===== config.mk =====
export PLATFORM = sky130hd
export DESIGN_NAME = lru_key_value_cache
export DESIGN_NICKNAME = d
export VERILOG_FILES = /design/src/rtl/lkv_pkg.sv /design/src/rtl/lkv_cell.sv /design/src/rtl/lru_key_value_cache.sv
export SDC_FILE = /design/constraint.sdc
export NUM_CORES = 1
export LEC_CHECK = 0
export BUFFER_PORTS_ARGS = -buffer_cell sky130_fd_sc_hd__buf_4
export CORE_MARGIN = 1.5
export CORE_UTILIZATION = 55
export CTS_CLUSTER_SIZE = 30
export DETAILED_ROUTE_END_ITERATION = 7
export HOLD_SLACK_MARGIN = 0.05
export PLACE_DENSITY_LB_ADDON = 0.15
export SLEW_MARGIN = 20
export SYNTH_ARGS = -nofsm -noshare
export SYNTH_HDL_FRONTEND = slang
export SYNTH_SLANG_ARGS = --single-unit
export TNS_END_PERCENT = 20

===== constraint.sdc =====
create_clock -name aclk -period 8.9 [get_ports aclk]
set_input_delay 1.78 -clock aclk [delete_from_list [all_inputs] [get_ports aclk]]
set_output_delay 1.78 -clock aclk [all_outputs]
set_load 0.05 [all_outputs]

===== src/rtl/lkv_pkg.sv =====
// ----------------------------------------------------------------------------
// lkv_pkg
// Shared constants and types of the least-recently-used key-value cache.
// ----------------------------------------------------------------------------
package lkv_pkg;

    localparam int MAX_ENTRIES = 16;
    localparam int KEY_W       = 32;
    localparam int VAL_W       = 32;
    localparam int CAP_W       = 5;
    localparam int CNT_W       = $clog2(MAX_ENTRIES + 1);
    localparam int EXT_W       = (CAP_W > CNT_W) ? CAP_W : CNT_W;

    localparam logic [CAP_W-1:0] CAPACITY_RESET = CAP_W'(16);

    localparam logic CMD_GET = 1'b0;
    localparam logic CMD_PUT = 1'b1;

    localparam logic [VAL_W-1:0] MISS_VALUE = {VAL_W{1'b1}};

    typedef struct packed {
        logic             look;
        logic [KEY_W-1:0] key;
    } lkv_cell_ctrl_t;

endpackage


===== src/rtl/lkv_cell.sv =====
// ----------------------------------------------------------------------------
// lkv_cell
// One storage cell of the recency chain: holds a key, a value and a valid
// flag, compares its key with the request and takes its neighbour's entry
// when the chain shifts.
// ----------------------------------------------------------------------------
module lkv_cell
    import lkv_pkg::*;
(
    input  logic              aclk,
    input  logic              aresetn,
    input  lkv_cell_ctrl_t    ctrl,
    input  logic              shift_en,
    input  logic [KEY_W-1:0]  prev_key,
    input  logic [VAL_W-1:0]  prev_value,
    input  logic              prev_valid,
    output logic [KEY_W-1:0]  key_o,
    output logic [VAL_W-1:0]  value_o,
    output logic              valid_o,
    output logic              match_o
);

    logic [KEY_W-1:0] key_reg;
    logic [VAL_W-1:0] value_reg;
    logic             valid_reg;
    logic             match_reg;

    always_ff @(posedge aclk) begin
        if (!aresetn) begin
            valid_reg <= 1'b0;
        end else if (shift_en) begin
            valid_reg <= prev_valid;
        end
    end

    always_ff @(posedge aclk) begin
        if (shift_en) begin
            key_reg   <= prev_key;
            value_reg <= prev_value;
        end
        if (ctrl.look) begin
            match_reg <= valid_reg && (key_reg == ctrl.key);
        end
    end

    assign key_o   = key_reg;
    assign value_o = value_reg;
    assign valid_o = valid_reg;
    assign match_o = match_reg;

endmodule


===== src/rtl/lru_key_value_cache.sv =====
// A request is taken in ST_IDLE, compared in ST_LOOK and answered in ST_UPD,
// where the result is registered once no earlier result is held downstream.
// A new request is taken only back in ST_IDLE, after the compare and shift
// passes over the cell chain and any wait for the downstream side.
// Reset: synchronous active-low aresetn empties the cache and sets capacity 16.
// ----------------------------------------------------------------------------
// lru_key_value_cache
// Fully associative key-value cache with least-recently-used replacement.
// Entries sit in a chain of cells ordered by recency, the most recent first.
// ----------------------------------------------------------------------------
module lru_key_value_cache
    import lkv_pkg::*;
(
    input  logic                     aclk,
    input  logic                     aresetn,
    input  logic                     s_tvalid,
    output logic                     s_tready,
    input  logic [KEY_W+VAL_W-1:0]   s_tdata,   // lookup_key, write_value
    input  logic [0:0]               s_tuser,   // command
    output logic                     m_tvalid,
    input  logic                     m_tready,
    output logic [VAL_W-1:0]         m_tdata,   // read_value
    output logic [0:0]               m_tuser,   // hit
    input  logic                     psel,
    input  logic                     penable,
    input  logic                     pwrite,
    input  logic [2:0]               paddr,
    input  logic [31:0]              pwdata,
    output logic [31:0]              prdata,
    output logic                     pready
);

    typedef enum logic [1:0] {
        ST_IDLE,
        ST_LOOK,
        ST_UPD
    } state_t;

    state_t           state_reg;
    logic             cmd_reg;
    logic [KEY_W-1:0] key_reg;
    logic [VAL_W-1:0] wval_reg;
    logic [CNT_W-1:0] count_reg;
    logic [CNT_W-1:0] count_next;
    logic [CAP_W-1:0] capacity_reg;
    logic             m_tvalid_reg;
    logic [VAL_W-1:0] m_tdata_reg;
    logic             m_tuser_reg;

    logic [KEY_W-1:0] cell_key   [MAX_ENTRIES];
    logic [VAL_W-1:0] cell_value [MAX_ENTRIES];
    logic             cell_valid [MAX_ENTRIES];
    logic [MAX_ENTRIES-1:0] match;
    logic [MAX_ENTRIES-1:0] shift_en;

    lkv_cell_ctrl_t   cell_ctrl;
    logic             upd_go;
    logic             hit;
    logic [VAL_W-1:0] hit_value;
    logic [VAL_W-1:0] new_value;
    logic [VAL_W-1:0] result_value;
    logic [EXT_W-1:0] cap_ext;
    logic [EXT_W-1:0] eff_cap;
    logic             full;
    logic [CNT_W-1:0] ins_pos;

    assign pready   = 1'b1;
    assign prdata   = (paddr[2] == 1'b0) ? 32'(capacity_reg) : 32'd0;
    assign s_tready = (state_reg == ST_IDLE);
    assign m_tvalid = m_tvalid_reg;
    assign m_tdata  = m_tdata_reg;
    assign m_tuser  = m_tuser_reg;

    always_ff @(posedge aclk) begin
        if (!aresetn) begin
            capacity_reg <= CAPACITY_RESET;
        end else if (psel && penable && pwrite && pready && (paddr[2] == 1'b0)) begin
            capacity_reg <= pwdata[CAP_W-1:0];
        end
    end

    assign upd_go = (state_reg == ST_UPD) && (!m_tvalid_reg || m_tready);

    assign cell_ctrl.look = (state_reg == ST_LOOK);
    assign cell_ctrl.key  = key_reg;

    always_comb begin
        hit_value = '0;
        for (int i = 0; i < MAX_ENTRIES; i++) begin
            if (match[i]) begin
                hit_value = hit_value | cell_value[i];
            end
        end
    end

    assign hit = |match;

    always_comb begin
        cap_ext = EXT_W'(capacity_reg);
        if (cap_ext == '0) begin
            eff_cap = EXT_W'(1);
        end else if (cap_ext > EXT_W'(MAX_ENTRIES)) begin
            eff_cap = EXT_W'(MAX_ENTRIES);
        end else begin
            eff_cap = cap_ext;
        end
    end

    assign full    = (EXT_W'(count_reg) >= eff_cap);
    assign ins_pos = full ? (count_reg - CNT_W'(1)) : count_reg;

    always_comb begin
        for (int i = 0; i < MAX_ENTRIES; i++) begin
            if (hit) begin
                shift_en[i] = upd_go && (|(match & ~((MAX_ENTRIES'(1) << i)
                                                      - MAX_ENTRIES'(1))));
            end else if (cmd_reg == CMD_PUT) begin
                shift_en[i] = upd_go && (CNT_W'(i) <= ins_pos);
            end else begin
                shift_en[i] = 1'b0;
            end
        end
    end

    assign new_value    = (cmd_reg == CMD_PUT) ? wval_reg : hit_value;
    assign result_value = (cmd_reg == CMD_PUT) ? '0 : (hit ? hit_value : MISS_VALUE);
    assign count_next   = ((cmd_reg == CMD_PUT) && !hit && !full)
                          ? (count_reg + CNT_W'(1)) : count_reg;

    for (genvar g = 0; g < MAX_ENTRIES; g++) begin : g_cell
        if (g == 0) begin : g_head
            lkv_cell u_cell (
                .aclk       (aclk),
                .aresetn    (aresetn),
                .ctrl       (cell_ctrl),
                .shift_en   (shift_en[g]),
                .prev_key   (key_reg),
                .prev_value (new_value),
                .prev_valid (1'b1),
                .key_o      (cell_key[g]),
                .value_o    (cell_value[g]),
                .valid_o    (cell_valid[g]),
                .match_o    (match[g])
            );
        end else begin : g_body
            lkv_cell u_cell (
                .aclk       (aclk),
                .aresetn    (aresetn),
                .ctrl       (cell_ctrl),
                .shift_en   (shift_en[g]),
                .prev_key   (cell_key[g-1]),
                .prev_value (cell_value[g-1]),
                .prev_valid (cell_valid[g-1]),
                .key_o      (cell_key[g]),
                .value_o    (cell_value[g]),
                .valid_o    (cell_valid[g]),
                .match_o    (match[g])
            );
        end
    end

    always_ff @(posedge aclk) begin
        if (!aresetn) begin
            state_reg    <= ST_IDLE;
            count_reg    <= '0;
            m_tvalid_reg <= 1'b0;
        end else begin
            if (m_tvalid_reg && m_tready) begin
                m_tvalid_reg <= 1'b0;
            end
            unique case (state_reg)
                ST_IDLE: begin
                    if (s_tvalid) begin
                        state_reg <= ST_LOOK;
                    end
                end
                ST_LOOK: begin
                    state_reg <= ST_UPD;
                end
                ST_UPD: begin
                    if (upd_go) begin
                        state_reg    <= ST_IDLE;
                        count_reg    <= count_next;
                        m_tvalid_reg <= 1'b1;
                    end
                end
                default: begin
                    state_reg <= ST_IDLE;
                end
            endcase
        end
        if ((state_reg == ST_IDLE) && s_tvalid) begin
            cmd_reg  <= s_tuser[0];
            key_reg  <= s_tdata[KEY_W-1:0];
            wval_reg <= s_tdata[KEY_W+VAL_W-1:KEY_W];
        end
        if (upd_go) begin
            m_tdata_reg <= result_value;
            m_tuser_reg <= hit;
        end
    end

`ifndef SYNTHESIS
    a_count_bound: assert property (@(posedge aclk) disable iff (!aresetn)
        count_reg <= CNT_W'(MAX_ENTRIES))
        else $error("entry count exceeds the number of cells");

    a_unique_match: assert property (@(posedge aclk) disable iff (!aresetn)
        (state_reg == ST_UPD) |-> $onehot0(match))
        else $error("request key matches more than one cell");

    a_result_after_update: assert property (@(posedge aclk) disable iff (!aresetn)
        $rose(m_tvalid_reg) |-> $past(state_reg == ST_UPD))
        else $error("result raised outside the update pass");

    a_accept_to_look: assert property (@(posedge aclk) disable iff (!aresetn)
        (s_tvalid && s_tready) |=> (state_reg == ST_LOOK))
        else $error("accepted request did not start a compare pass");
`endif

endmodule


======== Yosys cells after proc, flatten, opt, wreduce, memory -nomap -nowiden ========
Index checks and enable logic that the tools add are counted.
operators by class
  equality and inequality tests ........... 20
  multipliers ............................. 0
  reduce and logical (&&, ||, !) cells .... 79
  div/mod/pow operators ................... 0
  add/sub/neg operators ................... 2
  shift-type cells ........................ 0
  magnitude comparators ................... 18
  mux-type cells .......................... 60
  bitwise operators ....................... 16
operator list
  kind                 count
  $mux 32              18
  $eq 32x32->1         16
  $or 32x32->32        15
  $logic_and 1x1->1    56
  $le 4x5->1 const A   8
  $mux 1               35
  $le 3x5->1 const A   4
  $mux 5               4
  $reduce_or 16->1     1
  $reduce_or 15->1     1
  $reduce_or 14->1     1
  $reduce_or 13->1     1
  $reduce_or 12->1     1
  $reduce_or 11->1     1
  $le 1x5->1 const A   2
  $le 2x5->1 const A   2
  $reduce_or 10->1     1
  $reduce_or 9->1      1
  $reduce_or 8->1      1
  $reduce_or 7->1      1
  $pmux 2 s3           1
  $reduce_or 6->1      1
  $add 5x1->5 const B  1
  $ge 5x5->1           1
  other kinds (17)     21
storage, ports and cells
  output and inout port bits .............. 68
  flip-flop bits (word level) ............. 1167
  logic and storage cells ................. 268
  RAM bits ................................ 0
  memories kept ........................... 0
  input port bits ......................... 107
  bits in latches ......................... 0
  ROM bits ................................ 0

======== Depth between registers and ports, before layout ========
  word-level depth ........................ 32
  mapped depth ............................ 13
  depth with buffers taken out ............ 12

======== By module ========
Synthesis repeated with hierarchy kept, for this count alone.
unflattened totals
  cells, all modules ...................... 2625
  area, all modules ....................... 45439.8 µm²
modules (own cells, without submodules)
  module               instances  area each (µm²)  cells each  sequential area each (µm²)
  lkv_cell             16         2343.5           112         1971.9
  lru_key_value_cache  1          7943.9           833         3203.1

======== Least setup slack after synthesis ========
No wires, ideal clock.
  path type ............................... input-to-reg
  start point ............................. in m_tready
  end point ............................... reg g_cell[7].g_body.u_cell.valid_reg
  data arrival time ....................... 7826 ps
  required time ........................... 8557 ps
  library setup time ...................... 343 ps
  path slack .............................. 731 ps
  buffers on the path ..................... 1
  stages on the path ...................... 7
  cell sequence ........................... nand2b_1 -> nand2b_1 -> clkbuf_1 -> inv_2 -> nand4_2 -> o21ai_0 -> mux2i_1
on the way
  word-level cells in the longest chain between the ends .. 5
  elaborated cells between the ends (all ways) .. 6
  those cells by class .................... mux (2); reduce/logical (4)
RTL lines
  what                                  RTL line                    text
  start, declared                       lru_key_value_cache.sv:21   input logic m_tready,
  $logic_or 1x1->1 (*)                  lru_key_value_cache.sv:82   assign upd_go = (state_reg == ST_UPD) && (!m_tvalid_reg || m_tready);
  $logic_and 1x1->1 (*)                 lru_key_value_cache.sv:82
  net upd_go                            lru_key_value_cache.sv:57   logic upd_go;
  $logic_and 1x1->1                     lru_key_value_cache.sv:118  shift_en[i] = upd_go && (CNT_W'(i) <= ins_pos);
  $mux 1                                lru_key_value_cache.sv:117  end else if (cmd_reg == CMD_PUT) begin
  $mux 1 (*)                            lru_key_value_cache.sv:114  if (hit) begin
  net g_cell[7].g_body.u_cell.shift_en  lkv_cell.sv:13              input logic shift_en,
  end signal, assigned                  lkv_cell.sv:32              valid_reg <= prev_valid;
  end, declared                         lkv_cell.sv:25              logic valid_reg;
Mark *: on every way through the listed nets, which the timed path passes. The rest lies on a longest branch.
A chain may end at the register's enable or synchronous reset.

======== Worst setup path after layout ========
  start point ............................. in m_tready
  end point ............................... reg g_cell[13].g_body.u_cell.key_reg[30] (enable)
on the way
  word-level cells in the longest chain between the ends .. 5
  elaborated cells between the ends (all ways) .. 6
  those cells by class .................... mux (2); reduce/logical (4)
RTL lines
  what                                   RTL line                    text
  $logic_or 1x1->1 (*)                   lru_key_value_cache.sv:82
  $logic_and 1x1->1 (*)                  lru_key_value_cache.sv:82
  net upd_go                             lru_key_value_cache.sv:57
  $logic_and 1x1->1                      lru_key_value_cache.sv:118
  $mux 1                                 lru_key_value_cache.sv:117
  $mux 1 (*)                             lru_key_value_cache.sv:114
  net g_cell[13].g_body.u_cell.shift_en  lkv_cell.sv:13
  end signal, assigned                   lkv_cell.sv:38              key_reg <= prev_key;
  end, declared                          lkv_cell.sv:23              logic [KEY_W-1:0] key_reg;
Marks and branches as above.

==> results.json <==
{
  "status": "completed",
  "grt_most_used_layer": "met2",
  "chipWidth_um": 291,
  "cp.arrival_ps": 5810,
  "initial_core_util": 0.555,
  "finalCritPeriodShare": 0.617,
  "ant_nets": 0,
  "synthTopCellsByArea": "edfxtp_1 (75%), xnor2_1 (7.8%), xor2_1 (2.2%), a22oi_1 (2.1%), nand4_1 (1.4%)",
  "slew_violations": 0,
  "multi_input_area_um2": 10200,
  "synth_area_um2": 45600,
  "fin_crit_ps": 5490,
  "hold_viol": 0,
  "worst_slew_pin_slew_ps": 1100,
  "first_global_vias": 25000,
  "drive_gt1_frac": 0.136,
  "antenna_found_initial": 0,
  "h-tree-depth": 3,
  "synthCells": 2679,
  "critical_path_class": "input pin to register",
  "synth_top_area_share": 0.749,
  "via_count": 24200,
  "synth_compound_area_frac": 0.0559,
  "ff_latch_area_um2": 34800,
  "setup_tns_ps": 0,
  "fmax_mhz": 182,
  "cp-end-kind": "register",
  "synth_area_leader_cell": "edfxtp_1",
  "yosysUniqueCellTypes": 63,
  "cp_max_fo": 47,
  "final-instance-count-excl-fill": 4004,
  "gr-usage-met2": 0.412,
  "areaGrowthSynthToFinish_pct": 13.8,
  "die-area_um2": 84600,
  "r2r-start": "state_reg[1]",
  "power.total_mw": 11.9,
  "drc": 0,
  "rows": 105,
  "drt_wl_total_um": 107000,
  "drv_cap": 0,
  "setup_viol": 0,
  "final_nets": 2949,
  "cts_buffer_depth": 3,
  "startpoint": "m_tready",
  "final_common_cell": "edfxtp_1",
  "synth_top_family_by_area": "XOR/XNOR gates",
  "power_leakage_nw": 16.6,
  "rrSetupSlack_ps": 4130,
  "hold_buffers": 0,
  "rsz0062_at_grt": "no",
  "gr-usage-all-layers": 0.253,
  "dieHeight_um": 291,
  "cts_resized": 0,
  "numCtsBuffers": 116,
  "grt_use_met3": 0.0477,
  "yosys.area_share.adder": 0.00192,
  "ys_ff_latch": 1167,
  "grt_first_pass_wirelength_um": 158000,
  "whs_ps": 448,
  "synth_edf_count": 1138,
  "drtIter0Drc": 2347,
  "cts_root_buf": "clkbuf_16",
  "coreArea_um2": 82100,
  "ys_async_sr_fraction": 0,
  "gr-usage-met1": 0.341,
  "grt_max_degree": 67,
  "post_cts_buffers": 0,
  "p_per_area_nw_per_um2": 229,
  "synth_warnings": 0,
  "peakVddDrop_uv": 220,
  "r2r-end": "g_cell[13].g_body.u_cell.key_o[30]",
  "grt.overflow.total": 0,
  "dp.cells": 3787,
  "cp.required_ps": 9220,
  "synth-xor-area-share": 0.0999,
  "n_fill_cell": 5839,
  "drt-pass1-iter-count": 5,
  "synthMuxAreaShare": 0.0115,
  "yosys.area_share.simple": 0.0478,
  "vias_per_cell": 6.05,
  "syn_area_per_cell_um2": 17.0,
  "clock_latency_ps": 690,
  "boundaryPins": 175,
  "cts.sinks": 1167,
  "reg2reg_depth": 8,
  "cts.clk_slew.worst_paths_ps": 60,
  "dpl.hpwl_um": 66700,
  "yosysSeqAreaShare": 0.762,
  "portBuffers": 117,
  "slew_headroom": 0.266,
  "gp_congestion": 0.922,
  "worstSetupStartpointType": "input pin",
  "synthFlopType": "edfxtp_1",
  "hp-class": "register to register",
  "cts_tree": "yes",
  "antenna_cells": 0,
  "fin_skew_ps": 27.1,
  "cp-endpoint": "g_cell[13].g_body.u_cell.key_o[30]",
  "most-common-layout-cells": "edfxtp_1 (1138), xnor2_1 (406), buf_4 (185)",
  "post_drt_wl_per_cell_um": 26.7
}
## routing by layer
layer  vias up  share of wire
li1      10600              -
met1     12100           0.40
met2      1244           0.48
met3       244          0.085
met4         0          0.037
met5         -              0
## worst max-delay path, stage by stage
cell      delay, ps
buf_4            70
nand2b_1        120
nand2b_1        470
inv_2           960
nand2_1         300
nor2_8          210
nand3_1         220
o22ai_4         890
buf_4           690
## metrics by stage
stage,area (um2),setup WS [ps],utilization
floorplan,45700,731,-
global placement,47800,2880,0.583
detailed placement,47900,2730,0.583
CTS,51900,3370,0.632
global route,51900,3220,0.632
finish,51900,3410,0.632
## worst min-delay path by stage
| stage | startpoint | end | slack [ps] | cells after the start |
|---|---|---|---|---|
| floorplan | key_reg[0] | g_cell[0].g_head.u_cell.key_o[0] | 420 | 0 |
| global placement | g_cell[3].g_body.u_cell.value_o[29] | g_cell[4].g_body.u_cell.value_o[29] | 430 | 0 |
| detailed placement | g_cell[12].g_body.u_cell.value_o[13] | g_cell[13].g_body.u_cell.value_o[13] | 430 | 0 |
| CTS | g_cell[14].g_body.u_cell.value_o[14] | g_cell[15].g_body.u_cell.value_o[14] | 450 | 0 |
| global route | g_cell[12].g_body.u_cell.value_o[13] | g_cell[13].g_body.u_cell.value_o[13] | 450 | 0 |
| finish | g_cell[8].g_body.u_cell.value_o[6] | g_cell[9].g_body.u_cell.value_o[6] | 450 | 0 |
## report_power, final
group	internal (mW)	leakage (nW)	switching, mW	total (mW)
Clock	3.01	1.96	2.08	5.09
Sequential	6.12	10.6	0.0589	6.18
Combinational	0.197	4.09	0.388	0.585
Total	9.33	16.6	2.53	11.9
## layout make-up
class	instances	area share
well taps	1070	0.0258
flip-flops and latches	1167	0.670
multi-input cells	1322	0.197
clock inverters	71	0.0166
inverters	42	0.00304
clock buffers	146	0.0603
repair buffers	186	0.0273
## kinds of logic (layout without fill, tap and decap cells)
logic type | count (synthesis) | count (layout)
flops | 1167 | 1167
xor+xnor | 519 | 519
simple gates | 382 | 382
compound gates | 334 | 334
buf+inv | 216 | 445
mux | 52 | 52
fa+ha+maj | 7 | 7
other cells | 2 | 28
## cell usage after synthesis (41+ instances only)
cell and n:
nor2_1 43, nand4_1 105, a22o_1 65, nand3_1 83, nor4_1 59, edfxtp_1 1138
clkbuf_1 120, a22oi_1 128, a221oi_1 64, mux2i_1 50, xnor2_1 406, inv_1 41
xor2_1 112
No activity file was read; power rests on OpenSTA's default activity.
